[config.mk]
export PLATFORM = sky130hd
export DESIGN_NAME = rsa_modular_exponentiation
export DESIGN_NICKNAME = d
export VERILOG_FILES = /design/src/sv/rme_pkg.sv /design/src/sv/rme_datapath.sv /design/src/sv/rme_ctrl.sv /design/src/sv/rsa_modular_exponentiation.sv
export SDC_FILE = /design/constraint.sdc
export NUM_CORES = 1
export LEC_CHECK = 0
export BUFFER_PORTS_ARGS = -buffer_cell sky130_fd_sc_hd__buf_4
export CAP_MARGIN = 10
export CORE_ASPECT_RATIO = 2
export CORE_MARGIN = 2
export CORE_UTILIZATION = 35
export CTS_CLUSTER_DIAMETER = 150
export CTS_CLUSTER_SIZE = 24
export DETAILED_ROUTE_END_ITERATION = 10
export PLACE_DENSITY = 0.55
export REMOVE_ABC_BUFFERS = 1
export SYNTH_ARGS = -nofsm -noshare
export SYNTH_HDL_FRONTEND = slang
export SYNTH_SLANG_ARGS = --single-unit
[constraint.sdc]
create_clock -name clock -period 12.5 [get_ports clock]
set_clock_uncertainty 0.15 [all_clocks]
set_input_delay 2.5 -clock clock [delete_from_list [all_inputs] [get_ports clock]]
set_output_delay 2.5 -clock clock [all_outputs]
set_load 0.02 [all_outputs]
[src/sv/rme_pkg.sv]
// ----------------------------------------------------------------------------
// rme_pkg
// Shared constants, datapath opcodes and command struct for the RSA
// modular exponentiation block.
// ----------------------------------------------------------------------------
package rme_pkg;

   // operand width of message, modulus and exponents
   localparam int WORD_BITS = 32;
   // bits of the step counters, one count per operand bit
   localparam int CNT_BITS  = $clog2(WORD_BITS);
   // last value of a step counter
   localparam logic [CNT_BITS-1:0] CNT_LAST = CNT_BITS'(WORD_BITS - 1);

   // configuration register indexes
   localparam int CSR_ADDR_BITS = 2;
   localparam logic [CSR_ADDR_BITS-1:0] REG_MODULUS          = 2'd0;
   localparam logic [CSR_ADDR_BITS-1:0] REG_PUBLIC_EXPONENT  = 2'd1;
   localparam logic [CSR_ADDR_BITS-1:0] REG_PRIVATE_EXPONENT = 2'd2;

   // command codes carried in tuser
   localparam logic CMD_ENCRYPT = 1'b0;
   localparam logic CMD_DECRYPT = 1'b1;

   // datapath operations issued by the controller
   typedef enum logic [2:0] {
      OP_NONE,
      OP_LOAD,
      OP_REDUCE,
      OP_BASE,
      OP_MUL,
      OP_COMMIT,
      OP_OUTPUT
   } dp_op_type;

   // controller to datapath command
   typedef struct packed {
      dp_op_type op;
   } dp_cmd_type;

endpackage

[src/sv/rme_datapath.sv]
// ----------------------------------------------------------------------------
// rme_datapath
// Configuration registers, bit-serial modular reduction and two shift-add
// modular multipliers sharing one multiplier-bit shift register.
// ----------------------------------------------------------------------------
module rme_datapath (
   input  logic                                clock,
   input  logic                                reset,
   input  rme_pkg::dp_cmd_type                 cmd,
   input  logic                                command,
   input  logic [rme_pkg::WORD_BITS-1:0]       message,
   input  logic                                csr_we,
   input  logic [rme_pkg::CSR_ADDR_BITS-1:0]   csr_addr,
   input  logic [rme_pkg::WORD_BITS-1:0]       csr_wdata,
   output logic [rme_pkg::WORD_BITS-1:0]       result
);

   localparam int W = rme_pkg::WORD_BITS;

   // one step of interleaved modular multiplication: r = (2r + bit*a) mod n
   function automatic logic [W-1:0] mod_step(input logic [W-1:0] r,
                                            input logic [W-1:0] a,
                                            input logic [W-1:0] n,
                                            input logic         bit_in);
      logic [W:0] dbl;
      logic [W:0] sum;
      dbl = {r, 1'b0};
      if (dbl >= {1'b0, n}) begin
         dbl = dbl - {1'b0, n};
      end
      sum = {1'b0, dbl[W-1:0]} + {1'b0, (bit_in ? a : {W{1'b0}})};
      if (sum >= {1'b0, n}) begin
         sum = sum - {1'b0, n};
      end
      return sum[W-1:0];
   endfunction

   logic [W-1:0] modulus_ff;
   logic [W-1:0] pub_exp_ff;
   logic [W-1:0] priv_exp_ff;
   logic [W-1:0] exp_sh_ff, exp_sh_in;
   logic [W-1:0] base_ff,   base_in;
   logic [W-1:0] acc_ff,    acc_in;
   logic [W-1:0] mbit_ff,   mbit_in;
   logic [W-1:0] pacc_ff,   pacc_in;
   logic [W-1:0] psq_ff,    psq_in;
   logic [W-1:0] result_ff, result_in;
   logic [W:0]   red_dbl;

   // configuration registers
   always_ff @(posedge clock) begin
      if (reset) begin
         modulus_ff  <= W'(1);
         pub_exp_ff  <= '0;
         priv_exp_ff <= '0;
      end else if (csr_we) begin
         unique case (csr_addr)
            rme_pkg::REG_MODULUS:          modulus_ff  <= csr_wdata;
            rme_pkg::REG_PUBLIC_EXPONENT:  pub_exp_ff  <= csr_wdata;
            rme_pkg::REG_PRIVATE_EXPONENT: priv_exp_ff <= csr_wdata;
            default: ;
         endcase
      end
   end

   // remainder step: shift in next message bit, one conditional subtract
   always_comb begin
      red_dbl = {psq_ff, mbit_ff[W-1]};
      if (red_dbl >= {1'b0, modulus_ff}) begin
         red_dbl = red_dbl - {1'b0, modulus_ff};
      end
   end

   // next values per datapath operation
   always_comb begin
      exp_sh_in = exp_sh_ff;
      base_in   = base_ff;
      acc_in    = acc_ff;
      mbit_in   = mbit_ff;
      pacc_in   = pacc_ff;
      psq_in    = psq_ff;
      result_in = result_ff;
      unique case (cmd.op)
         rme_pkg::OP_LOAD: begin
            mbit_in   = message;
            psq_in    = '0;
            exp_sh_in = (command == rme_pkg::CMD_DECRYPT) ? priv_exp_ff : pub_exp_ff;
            acc_in    = (modulus_ff == W'(1)) ? '0 : W'(1);
         end
         rme_pkg::OP_REDUCE: begin
            psq_in  = red_dbl[W-1:0];
            mbit_in = {mbit_ff[W-2:0], 1'b0};
         end
         rme_pkg::OP_BASE: begin
            base_in = psq_ff;
            mbit_in = psq_ff;
            psq_in  = '0;
            pacc_in = '0;
         end
         rme_pkg::OP_MUL: begin
            mbit_in = {mbit_ff[W-2:0], 1'b0};
            pacc_in = mod_step(pacc_ff, acc_ff, modulus_ff, mbit_ff[W-1]);
            psq_in  = mod_step(psq_ff, base_ff, modulus_ff, mbit_ff[W-1]);
         end
         rme_pkg::OP_COMMIT: begin
            if (exp_sh_ff[0]) begin
               acc_in = pacc_ff;
            end
            base_in   = psq_ff;
            mbit_in   = psq_ff;
            exp_sh_in = {1'b0, exp_sh_ff[W-1:1]};
            pacc_in   = '0;
            psq_in    = '0;
         end
         rme_pkg::OP_OUTPUT: begin
            // a zero modulus yields zero
            result_in = (modulus_ff == '0) ? '0 : acc_ff;
         end
         default: ;
      endcase
   end

   // working registers
   always_ff @(posedge clock) begin
      exp_sh_ff <= exp_sh_in;
      base_ff   <= base_in;
      acc_ff    <= acc_in;
      mbit_ff   <= mbit_in;
      pacc_ff   <= pacc_in;
      psq_ff    <= psq_in;
      result_ff <= result_in;
   end

   assign result = result_ff;

endmodule

[src/sv/rme_ctrl.sv]
// ----------------------------------------------------------------------------
// rme_ctrl
// Sequencer for reduction, exponent-bit loop and result hand-off, plus the
// result channel valid flag.
// ----------------------------------------------------------------------------
module rme_ctrl (
   input  logic                clock,
   input  logic                reset,
   input  logic                req_tvalid,
   output logic                req_tready,
   output logic                rsp_tvalid,
   input  logic                rsp_tready,
   output rme_pkg::dp_cmd_type cmd
);

   typedef enum logic [2:0] {
      ST_IDLE,
      ST_REDUCE,
      ST_BASE,
      ST_MUL,
      ST_COMMIT,
      ST_FINISH
   } state_type;

   state_type                      state_ff, state_in;
   logic [rme_pkg::CNT_BITS-1:0]   cnt_ff,   cnt_in;
   logic [rme_pkg::CNT_BITS-1:0]   ecnt_ff,  ecnt_in;
   logic                           rsp_valid_ff, rsp_valid_in;
   logic                           out_free;

   assign out_free   = !rsp_valid_ff || rsp_tready;
   assign req_tready = (state_ff == ST_IDLE);
   assign rsp_tvalid = rsp_valid_ff;

   // next state and datapath command
   always_comb begin
      state_in     = state_ff;
      cnt_in       = cnt_ff;
      ecnt_in      = ecnt_ff;
      rsp_valid_in = rsp_valid_ff && !rsp_tready;
      cmd.op       = rme_pkg::OP_NONE;
      unique case (state_ff)
         ST_IDLE: begin
            if (req_tvalid) begin
               cmd.op   = rme_pkg::OP_LOAD;
               cnt_in   = '0;
               state_in = ST_REDUCE;
            end
         end
         ST_REDUCE: begin
            cmd.op = rme_pkg::OP_REDUCE;
            cnt_in = cnt_ff + 1'b1;
            if (cnt_ff == rme_pkg::CNT_LAST) begin
               state_in = ST_BASE;
            end
         end
         ST_BASE: begin
            cmd.op   = rme_pkg::OP_BASE;
            cnt_in   = '0;
            ecnt_in  = '0;
            state_in = ST_MUL;
         end
         ST_MUL: begin
            cmd.op = rme_pkg::OP_MUL;
            cnt_in = cnt_ff + 1'b1;
            if (cnt_ff == rme_pkg::CNT_LAST) begin
               state_in = ST_COMMIT;
            end
         end
         ST_COMMIT: begin
            cmd.op  = rme_pkg::OP_COMMIT;
            cnt_in  = '0;
            ecnt_in = ecnt_ff + 1'b1;
            if (ecnt_ff == rme_pkg::CNT_LAST) begin
               state_in = ST_FINISH;
            end else begin
               state_in = ST_MUL;
            end
         end
         ST_FINISH: begin
            if (out_free) begin
               cmd.op       = rme_pkg::OP_OUTPUT;
               rsp_valid_in = 1'b1;
               state_in     = ST_IDLE;
            end
         end
         default: state_in = ST_IDLE;
      endcase
   end

   // state and registered outputs
   always_ff @(posedge clock) begin
      if (reset) begin
         state_ff     <= ST_IDLE;
         cnt_ff       <= '0;
         ecnt_ff      <= '0;
         rsp_valid_ff <= 1'b0;
      end else begin
         state_ff     <= state_in;
         cnt_ff       <= cnt_in;
         ecnt_ff      <= ecnt_in;
         rsp_valid_ff <= rsp_valid_in;
      end
   end

endmodule

[src/sv/rsa_modular_exponentiation.sv]
// ----------------------------------------------------------------------------
// rsa_modular_exponentiation
// Textbook RSA on single words: message^e or message^d modulo n.
// ----------------------------------------------------------------------------
// usage
//   req channel: tdata carries the message, tuser the command (encrypt uses
//   the public exponent, decrypt the private one). one transaction in gives
//   exactly one transaction out on the rsp channel, tdata = result.
//   csr port: csr_we writes csr_wdata into register csr_addr (0 modulus,
//   1 public exponent, 2 private exponent); other indexes are ignored.
//   write registers only while no transaction is in flight.
// sequence
//   an item runs bit-serial reduction of the message, a transfer step, then
//   a multiply and square step for each of the 32 exponent bits (multiply and
//   square run side by side in two shift-add units driven by one
//   multiplier-bit register), and a final load of the output register; a new
//   item is accepted only once the sequencer is idle again after that load.
// reset and stalls
//   reset clears the sequencer and sets modulus 1, exponents 0. a held
//   result waits in the output register while the next item is accepted and
//   worked on; only the final hand-off waits for rsp_tready.
// ----------------------------------------------------------------------------
module rsa_modular_exponentiation (
   input  logic                                clock,
   input  logic                                reset,
   input  logic                                req_tvalid,
   output logic                                req_tready,
   input  logic [rme_pkg::WORD_BITS-1:0]       req_tdata,   // [31:0] message
   input  logic [0:0]                          req_tuser,   // [0] command
   output logic                                rsp_tvalid,
   input  logic                                rsp_tready,
   output logic [rme_pkg::WORD_BITS-1:0]       rsp_tdata,   // [31:0] result
   input  logic                                csr_we,
   input  logic [rme_pkg::CSR_ADDR_BITS-1:0]   csr_addr,
   input  logic [rme_pkg::WORD_BITS-1:0]       csr_wdata
);

   rme_pkg::dp_cmd_type dp_cmd;

   // sequencer
   rme_ctrl u_ctrl (
      .clock      (clock),
      .reset      (reset),
      .req_tvalid (req_tvalid),
      .req_tready (req_tready),
      .rsp_tvalid (rsp_tvalid),
      .rsp_tready (rsp_tready),
      .cmd        (dp_cmd)
   );

   // arithmetic and configuration
   rme_datapath u_datapath (
      .clock     (clock),
      .reset     (reset),
      .cmd       (dp_cmd),
      .command   (req_tuser[0]),
      .message   (req_tdata),
      .csr_we    (csr_we),
      .csr_addr  (csr_addr),
      .csr_wdata (csr_wdata),
      .result    (rsp_tdata)
   );

`ifndef ASSERT_OFF
   // block is busy right after taking a transaction
   a_busy_after_accept: assert property (@(posedge clock) disable iff (reset)
      (req_tvalid && req_tready) |=> !req_tready)
      else $error("req_tready high right after an accepted transaction");

   // an output load always presents a result
   a_output_valid: assert property (@(posedge clock) disable iff (reset)
      (dp_cmd.op == rme_pkg::OP_OUTPUT) |=> rsp_tvalid)
      else $error("result loaded but rsp_tvalid low");

   // a new result appears only through an output load
   a_valid_source: assert property (@(posedge clock) disable iff (reset)
      $rose(rsp_tvalid) |-> $past(dp_cmd.op == rme_pkg::OP_OUTPUT))
      else $error("rsp_tvalid rose without an output load");

   // load only issued on an accepted transaction
   a_load_on_accept: assert property (@(posedge clock) disable iff (reset)
      (dp_cmd.op == rme_pkg::OP_LOAD) |-> (req_tvalid && req_tready))
      else $error("operand load without an accepted transaction");
`endif

endmodule
==> results.md <==
- Drt initial violations: 1118
- Min-Delay Path Class: reg2reg
- Top-count cell post-synth: nand2_1
- Max clock buf depth: 3
- Synth area leader: edfxtp_1
- Synth area leaders: edfxtp_1 (27%), ha_1 (9.8%), dfxtp_1 (8.7%), nand2_1 (6.3%), a21oi_1 (5.7%)
- DRC violations left: 0
- Area grow syn2layout: 8.81%
- Flops & latches, synth: 334
- Clk sink count: around 330
- Number of synthesized flops with an enable pin: 224
- First-pass GRT wire length: 135000 µm
- Post-CTS setup buffer count: 0
- Post-synth top area share: 26.6%
- Hold slack: around 300 ps
- Mapped Area: about 25000 µm²
- Avg Vias per Cell: around 5.6
- Pin count of the biggest net entering global routing: 78
- Commonest cells post-synth: nand2_1 (427), a21oi_1 (287), edfxtp_1 (224), ha_1 (197), o21ai_0 (182)
- Tcrit/Tclk final: 85.0%
- Worst-path clk slew: between 100 and 150 ps
- Post-DP HPWL: 72300 µm
- CTS tree: built
- Ys flop type: edfxtp_1
- Nets@finish: 3187
- WP buf/inv: 3
- Drt pass-1 iters: 6
- Initial core utilization: 35.2%
- WHS Path Cells: 2
- Congestion Overflow GR: 0
- Crit-path max FO: just over 40
- GRT Overall Usage: 23.7%
- Hold Vio Cnt, Final: 0
- Number of gates resized after CTS: 0
- Met3 usage: 1.75%
- Via Count: 21600
- Final Instance Area: 27500 µm²
- Worst Tran Pin Value: 1380 ps
- CP Capture Type: register
- CP arrival: around 11000 ps
- Wire per inst: 23.5 µm
- Sequential-to-total area share from yosys stat: 35.4%
- Latest clock arrival within the worst-skew pair: 590 ps
- M2 GR Usage: 48.1%
- Library cells used by synthesis: 80
- Stages on the worst setup path: 35
- Setup tns final: 0 ps
- Cell Rows: 139
- Core Footprint: 71700 µm²
- Ys async rst share: 0%
- I/O Buffers: around 110
- Final min period: 10620 ps
- Yosys warnings: 0
- Relative slew margins: 6.76%
- Routed Antenna Nets: 0
- Max stage delay on crit path: around 900 ps
- Peak Freq: 94.1 MHz
- Worst setup SP type: register
- FF+latch area: ~8900 µm²
- Cells after Synth: between 2000 and 3000
- RSZ-0062 raised after global routing: no
- Max Slew Vio Count: 0
- Max-cap violations: 0
- Vias in the first global route: 22400
- Req. time, crit path: 12710 ps
- CP Class: reg2reg
- Clock root cell: clkbuf_16
- Worst reg-to-reg path cell count: 35
- Num ports: 106
- Antenna violations before repair: 1
- Die area: 74400 µm²
- Multi-input logic area: 15500 µm²
- Cts bufs inserted: 17
- Routability cong.: 1.18
- Fillers: 7322
- Syn_area_per_cell: 8.74 µm²
- Die height: approximately 380 µm
- Slowest-stage cell, CP: dfxtp_1
- Fraction of layout cells with a size suffix above 1: 7.77%
- Routed WL: 90300 µm
- Met1 Usage GRT: a little under a quarter
- H-Tree Depth: 1
- Status: finished clean
- CTS Hold Buffers Added: 0
- GR peak layer: met2
- Crit path max-delay family: compound AO/OA/AOI/OAI gates
- Critical path's most frequent cell: a21oi_1
- Die Wd: 194 µm
- Setup violations, final: 0
- Dpl cell area: 27000 µm²
==> metal layers <==
layer | part of all wire, % | up-vias
li1 | - | 10500
met1 | 34 | 10400
met2 | 56 | 582
met3 | 3.1 | 192
met4 | 6.9 | 0
met5 | 0 | -
==> cells in the final DEF, fill, tap and decap left out, drive strengths merged, types with 26 or more instances in the layout <==
cell    count
dfxtp     110
ha        197
nor3       27
nor2b      54
xor2       68
edfxtp    224
mux2       28
nor2      165
and2      104
o21ai     187
a22oi      34
nand2     427
xnor2     127
buf       139
o21bai     40
inv        92
o22ai      28
a21o       90
nand3      36
a211oi     26
o21a       36
clkbuf     30
a21oi     290
mux2i     120
nand4      28
==> path summary, 6_finish.rpt <==
check                                                start                          to  slack (ps)
worst max-delay path              u_datapath.modulus_ff[1]       u_datapath.pacc_ff[2]        1880
worst min-delay path            u_datapath.priv_exp_ff[21]  u_datapath.priv_exp_ff[21]         310
worst max register to register    u_datapath.modulus_ff[1]       u_datapath.pacc_ff[2]        1880
worst min register to register  u_datapath.priv_exp_ff[21]  u_datapath.priv_exp_ff[21]         310
==> cell families (layout without fill, tap and decap cells) <==
kind of cell / Yosys count / in the layout / synth area share [%]
AO/OA/AOI/OAI: 849 / 849 / 20.8
XOR/XNOR: 195 / 195 / 6.76
adder cells (fa/ha/maj): 204 / 204 / 10.3
buffers and inverters: 230 / 262 / 3.60
flip-flops: 334 / 334 / 35.4
multiplexers: 148 / 148 / 6.01
other: 0 / 2 / 0
AND/OR/NAND/NOR: 930 / 930 / 17.1
==> layout make-up <==
type                            count  area share (%)
Multi-Input combinational cell   2326            56.5
Sequential cell                   334            32.5
Clock inverter                      1          0.0319
Inverter                           92            1.26
Antenna cell                        2          0.0182
Tap cell                          916            4.17
Clock buffer                       29            1.75
Timing Repair Buffer              140            3.82
==> worst min-delay path: stages (launching register included) <==
cell	delay [ps]
dfxtp_1	320
nand2_1	50
a21oi_1	50
==> state kept, by name (all words and copies together), names as in the netlist <==
| signal | count |
|---|---|
| u_datapath.priv_exp_ff | 32 |
| u_datapath.modulus_ff | 32 |
| u_datapath.mbit_ff | 32 |
| u_datapath.base_ff | 32 |
| u_ctrl.state_ff | 3 |
| u_datapath.acc_ff | 32 |
| u_datapath.psq_ff | 32 |
| u_ctrl.ecnt_ff | 5 |
| u_ctrl.rsp_tvalid | 1 |
| u_datapath.exp_sh_ff | 32 |
| u_datapath.pacc_ff | 32 |
| u_datapath.result | 32 |
| u_datapath.pub_exp_ff | 32 |
| u_ctrl.cnt_ff | 5 |
==> stage by stage <==
| step | worst slack (ps) | util, % | instances |
|---|---|---|---|
| after floorplan | 3180 | - | 2752 |
| after global placement | 173 | 37.6 | 3805 |
| after detailed placement | 1950 | 37.6 | 3807 |
| after CTS | 1900 | 38.3 | 3837 |
| after global routing | 1380 | 38.3 | 3838 |
| final | 1880 | 38.3 | 3840 |
Power is left out: the tool's default activity adds up to more than one toggle a clock period on the data nets, which glitch-free logic cannot reach.
